## src/bpv_pkg.sv

```systemverilog
// shared types and constants of the bsp point location and visibility block
`timescale 1ns / 1ps
package bpv_pkg;

    // field widths
    localparam int COORD_W     = 24;
    localparam int NORM_W      = 16;
    localparam int CHILD_W     = 13;
    localparam int REF_W       = 12;
    localparam int CONT_W      = 32;
    localparam int DIFF_W      = 25;
    localparam int SQ_W        = 52;
    localparam int ROOT_W      = 26;
    localparam int FRAC_SHIFT  = 8;
    localparam int STEP_W      = ROOT_W - FRAC_SHIFT;
    localparam int DIST_SHIFT  = 14;
    localparam int PROD_W      = 40;
    localparam int DOT_W       = 43;
    localparam int RECIP_SHIFT = 24;
    localparam int RECIP_W     = 21;
    localparam int MOD_W       = 18;
    localparam int BIT_W       = 5;
    localparam int PLANE_WORD  = 3 * NORM_W + COORD_W;
    localparam int IN_DATA_W   = 232;
    localparam int OUT_DATA_W  = 48;

    // command codes on the input tuser
    localparam logic [2:0] CMD_LOAD_NODE  = 3'd0;
    localparam logic [2:0] CMD_LOAD_PLANE = 3'd1;
    localparam logic [2:0] CMD_LOAD_LEAF  = 3'd2;
    localparam logic [2:0] CMD_LOCATE     = 3'd3;
    localparam logic [2:0] CMD_VISIBILITY = 3'd4;

    // result status codes
    localparam logic [1:0] ST_OK    = 2'd0;
    localparam logic [1:0] ST_DEPTH = 2'd1;
    localparam logic [1:0] ST_STEPS = 2'd2;

    // register index bit of paddr
    localparam logic REG_SOLID_MASK = 1'b0;

    typedef enum logic [2:0] {
        K_LOAD_NODE,
        K_LOAD_PLANE,
        K_LOAD_LEAF,
        K_LOCATE,
        K_VISIBLE,
        K_NOP
    } t_kind;

    typedef struct packed {
        t_kind                        kind;
        logic [REF_W-1:0]             index;
        logic [REF_W-1:0]             plane_number;
        logic [CHILD_W-1:0]           child_front;
        logic [CHILD_W-1:0]           child_back;
        logic [CONT_W-1:0]            leaf_contents;
        logic [2:0][COORD_W-1:0]      start_pt;
        logic [2:0][COORD_W-1:0]      end_pt;
    } t_item;

    typedef struct packed {
        logic [1:0]        status;
        logic              visible;
        logic [REF_W-1:0]  leaf_index;
        logic [CONT_W-1:0] found_contents;
    } t_result;

    typedef enum logic [3:0] {
        BK_IDLE,
        BK_LOAD_MUL,
        BK_LOAD_WR,
        BK_NODE_RD,
        BK_NODE_WAIT,
        BK_PLANE_WAIT,
        BK_SUM,
        BK_LEAF_WAIT,
        BK_SQ,
        BK_SQRT,
        BK_RANGE,
        BK_DIV,
        BK_STEP,
        BK_POINT,
        BK_OUT
    } t_bk_state;

endpackage

```

## src/bpv_front.sv

```systemverilog
// front end: item intake, command classification and two-entry queue
`timescale 1ns / 1ps
module bpv_front #(
    parameter int NODE_COUNT  = 4096,
    parameter int PLANE_COUNT = 4096,
    parameter int LEAF_COUNT  = 4096
) (
    input  logic                            i_clk,
    input  logic                            i_rst_n,
    input  logic                            i_valid,
    output logic                            o_ready,
    input  logic [bpv_pkg::IN_DATA_W-1:0]   i_tdata,
    input  logic [2:0]                      i_tuser,
    output logic                            o_q_valid,
    output bpv_pkg::t_item                  o_q_item,
    input  logic                            i_q_pop
);
    import bpv_pkg::*;

    t_item      n_item;
    t_item      r_slot [2];
    logic [1:0] r_cnt;
    logic       r_wp;
    logic       r_rp;
    logic       push;
    logic       pop;

    // classify: out-of-range loads and unknown codes become no-ops
    always_comb begin
        n_item.index         = i_tdata[11:0];
        n_item.plane_number  = i_tdata[23:12];
        n_item.child_front   = i_tdata[36:24];
        n_item.child_back    = i_tdata[49:37];
        n_item.leaf_contents = i_tdata[81:50];
        n_item.start_pt[0]   = i_tdata[105:82];
        n_item.start_pt[1]   = i_tdata[129:106];
        n_item.start_pt[2]   = i_tdata[153:130];
        n_item.end_pt[0]     = i_tdata[177:154];
        n_item.end_pt[1]     = i_tdata[201:178];
        n_item.end_pt[2]     = i_tdata[225:202];
        unique case (i_tuser)
            CMD_LOAD_NODE: begin
                n_item.kind = (32'(i_tdata[11:0]) < NODE_COUNT) ? K_LOAD_NODE : K_NOP;
            end
            CMD_LOAD_PLANE: begin
                n_item.kind = (32'(i_tdata[11:0]) < PLANE_COUNT) ? K_LOAD_PLANE : K_NOP;
            end
            CMD_LOAD_LEAF: begin
                n_item.kind = (32'(i_tdata[11:0]) < LEAF_COUNT) ? K_LOAD_LEAF : K_NOP;
            end
            CMD_LOCATE:     n_item.kind = K_LOCATE;
            CMD_VISIBILITY: n_item.kind = K_VISIBLE;
            default:        n_item.kind = K_NOP;
        endcase
    end

    assign o_ready   = (r_cnt != 2'd2);
    assign o_q_valid = (r_cnt != 2'd0);
    assign o_q_item  = r_slot[r_rp];
    assign push      = i_valid && o_ready;
    assign pop       = i_q_pop && o_q_valid;

    always_ff @(posedge i_clk) begin
        if (push) begin
            r_slot[r_wp] <= n_item;
        end
    end

    always_ff @(posedge i_clk) begin
        if (!i_rst_n) begin
            r_cnt <= 2'd0;
            r_wp  <= 1'b0;
            r_rp  <= 1'b0;
        end else begin
            if (push) begin
                r_wp <= ~r_wp;
            end
            if (pop) begin
                r_rp <= ~r_rp;
            end
            if (push && !pop) begin
                r_cnt <= r_cnt + 2'd1;
            end else if (pop && !push) begin
                r_cnt <= r_cnt - 2'd1;
            end
        end
    end
endmodule

```

## config.mk

```make
export PLATFORM = sky130hd
export DESIGN_NAME = bpv_front
export DESIGN_NICKNAME = d
export VERILOG_FILES = /design/src/bpv_pkg.sv /design/src/bpv_front.sv
export SDC_FILE = /design/constraint.sdc
export NUM_CORES = 1
export LEC_CHECK = 0
export ABC_AREA = 1
export BUFFER_PORTS_ARGS = -buffer_cell sky130_fd_sc_hd__buf_4
export CELL_PAD_IN_SITES_DETAIL_PLACEMENT = 1
export CELL_PAD_IN_SITES_GLOBAL_PLACEMENT = 2
export CORE_MARGIN = 5
export CORE_UTILIZATION = 43
export CTS_BUF_LIST = sky130_fd_sc_hd__clkbuf_8
export CTS_CLUSTER_SIZE = 20
export DETAILED_ROUTE_END_ITERATION = 8
export GPL_ROUTABILITY_DRIVEN = 1
export MAX_ROUTING_LAYER = met4
export PLACE_DENSITY_LB_ADDON = 0.1
export REMOVE_ABC_BUFFERS = 1
export SYNTH_ARGS = -nofsm -noshare
export SYNTH_HDL_FRONTEND = slang
export SYNTH_SLANG_ARGS = --single-unit
```

## constraint.sdc

```tcl
create_clock -name i_clk -period 36.2 [get_ports i_clk]
set_clock_uncertainty 0.05 [all_clocks]
set_input_delay 3.62 -clock i_clk [delete_from_list [all_inputs] [get_ports i_clk]]
set_output_delay 3.62 -clock i_clk [all_outputs]
set_load 0.02 [all_outputs]
```

==> flow_summary.yaml <==
routing:
  num_vias: 8884
  drt_first_pass_iters: 4
  ant_nets: 0
  drt-total-wl_mm: 41.2
  drc: 0
  viasPerCell: 4.79
  post_drt_wl_per_cell_um: 22.2
  initialDrtViolationCount: 405
die:
  die_h_um: 208
  core_um2: 38700
  rows: 72
  io_pins: 470
  die_width_um: 208
  die-area_um2: 43300
  start_util_pct: 43.5
logic_synthesis:
  yosysUniqueCellTypes: 17
  synth_mux_area_share_pct: 15.3
  synth_fa_ha_area_share_pct: 0.0742
  synth_xor_area_share_pct: 0
  synth_compound_area_share_pct: 0.178
  synth_top_family_by_area: "multiplexers"
  yosys_warnings: 0
  avgSynthCellArea_um2: 22.4
  syn_inst: 753
  yosys_register_bits: 463
  synthTopCellsByArea: "edfxtp_1 (82%), mux2_2 (15%), buf_6 (1.5%), dfxtp_1 (0.59%), inv_1 (0.20%)"
  seq_area_frac_synth_pct: 82.2
  yosysTopAreaCell: "edfxtp_1"
  synth_top_area_share_pct: 81.6
  yosys.area_share.simple_pct: 0.467
  synth_area_um2: 16900
worst_setup_path:
  crit_path_start_kind: "flop"
  path_class: "reg2out"
  crit_buf_inv: 3
  critPathMostFrequentCell: "buf_4"
  cp_max_fo: 65
  cpLargestDelayFamily: "buffers and inverters"
  critPathRequiredTime_ns: 32.53
  path_cells: "buf_4, buf_4, mux2_2, buf_4"
  cpMaxStageDelayCell: "buf_4"
  arrival_ns: 3.40
  max_stage_delay_ns: 0.79
  critPathCaptureType: "primary output"
  regToRegSetupSlack_ns: 33.42
placed_design:
  numPortBuffers: 463
  routabilityCongestion: 0.762
  hpwl_mm: 28.5
min_path:
  hold_class: "reg2reg"
global_routing:
  overflow: 0
  grt_max_degree: 151
  grt_pass1_wl_mm: 59.3
  grt_pass1_vias: 9906
  antenna_found_initial: 6
  grt.total_usage_pct: 18.9
finish:
  final.fill_count: 3560
  nNetsFinal: 1519
  areaGrowthSynthToFinish_pct: 31.2
  finish.utilization_pct: 57.1
  drive_gt1_share_pct: 59.3
timing:
  period_minus_slack_ns: 7.07
  maxSlewViolCount: 0
  timing.fmax_mhz: 141
  period_share_pct: 19.5
  worstMarginPinSlew_ns: 1.10
  rsz0062_at_grt: "no"
  setup_viol: 0
  hold_viol_final: 0
  relSlewSlack_pct: 26.4
  setup-tns-final_ns: 0
clock_tree:
  postCtsSetupBuffers: 0
  cts_buffers: 78
  clk_pin_slew_ns: 0.06
  ctsHoldBuffers: 0
  clk_latency_ns: 0.60
  root_buffer: "clkbuf_8"
  cts_tree: "done"
  cts_buffer_depth: 3
  htreeDepth: 3
  cts_resized: 0
  clock_sinks: 463
power_and_ir_drop:
  ir_drop_uv: 37.8
  p_leak_nw: 8.30
  power.density_nw_per_um2: 68.7
status:
  status: "complete, no violations"
job:
  maxCapViolCount: 0
-- cell usage after synthesis --
| cell | n |
|---|---|
| nor2_1 | 9 |
| a21oi_1 | 1 |
| buf_2 | 1 |
| nand3_1 | 1 |
| clkbuf_1 | 1 |
| buf_6 | 23 |
| dfxtp_1 | 5 |
| mux2_2 | 229 |
| nand4_1 | 1 |
| edfxtp_1 | 458 |
| buf_4 | 1 |
| inv_1 | 9 |
| nand2_1 | 9 |
| ha_1 | 1 |
| a21o_1 | 1 |
| o21a_1 | 1 |
| o21ai_0 | 2 |
-- worst paths after layout --
path             from        endpoint  cells past startpoint
max reg2reg  r_cnt[0]  r_slot[1][113]                      6
max              flop   o_q_item[192]                      4
min reg2reg      r_rp            flop                      2
min              r_rp            flop                      2
-- flip-flops by register name, summed over array words and instances, names as in the netlist, named ones only --
name	flops
r_slot	458
r_wp	1
r_rp	1
r_cnt	2
-- cell families after synthesis --
group	Yosys count
fa+ha+maj	1
mux	229
buf+inv	35
simple gates	20
flops	463
compound gates	5
-- power by group --
group          total, mW  internal (mW)  switching (mW)
combinational      0.427          0.184           0.243
clock              0.393          0.204           0.189
sequential         0.699          0.679          0.0196
-- metrics by stage --
stage          cells  hold slack (ns)  area (um^2)  setup WS [ns]  power (mW)
3_3_place_gp    1717            0.432        20800          29.61        1.14
3_5_place_dp    1717            0.460        20800          29.65        1.15
2_1_floorplan    727            0.417        16600          22.12       0.991
4_1_cts         1846            0.486        22100          28.95        1.55
6_report        1853            0.476        22100          29.13        1.52
5_1_grt         1852            0.513        22100          28.91        1.60
-- routing by layer --
metal	track usage, %	vias to the layer above	part of all wire (%)
li1	-	4050	-
met5	-	-	0
met2	32.3	336	52
met4	7.75	0	3.3
met3	8.45	67	9.6
met1	18.9	4431	35
-- tightest hold or removal path, delay by kind of cell, from the launching register on --
family | cells | cell delay (ns)
flip-flops | 1 | 0.33
AND/OR/NAND/NOR | 2 | 0.16
-- layout make-up --
type / instances / area (um^2) / share of cell area [%]
diodes: 7 / 17.5 / 0.0792
clock buffers: 81 / 1110 / 5.04
clock inverters: 48 / 184 / 0.831
inverters: 9 / 33.8 / 0.153
multi-input cells: 255 / 2720 / 12.3
flip-flops and latches: 463 / 13900 / 62.6
well taps: 518 / 648 / 2.93
repair buffers: 472 / 3560 / 16.1
-- placed cells by master (no fill, tap or decap), types with 2 or more instances in the layout --
cell type	synthesis	layout
buf_4	1	471
edfxtp_1	458	458
mux2_2	229	229
clkbuf_8	0	81
inv_1	9	37
clkinv_1	0	17
nand2_1	9	9
diode_2	0	7
nor2_1	9	7
dfxtp_1	5	4
clkinv_2	0	3
nor2_4	0	2
o21ai_0	2	2
Power figures use the tool's default switching activity.
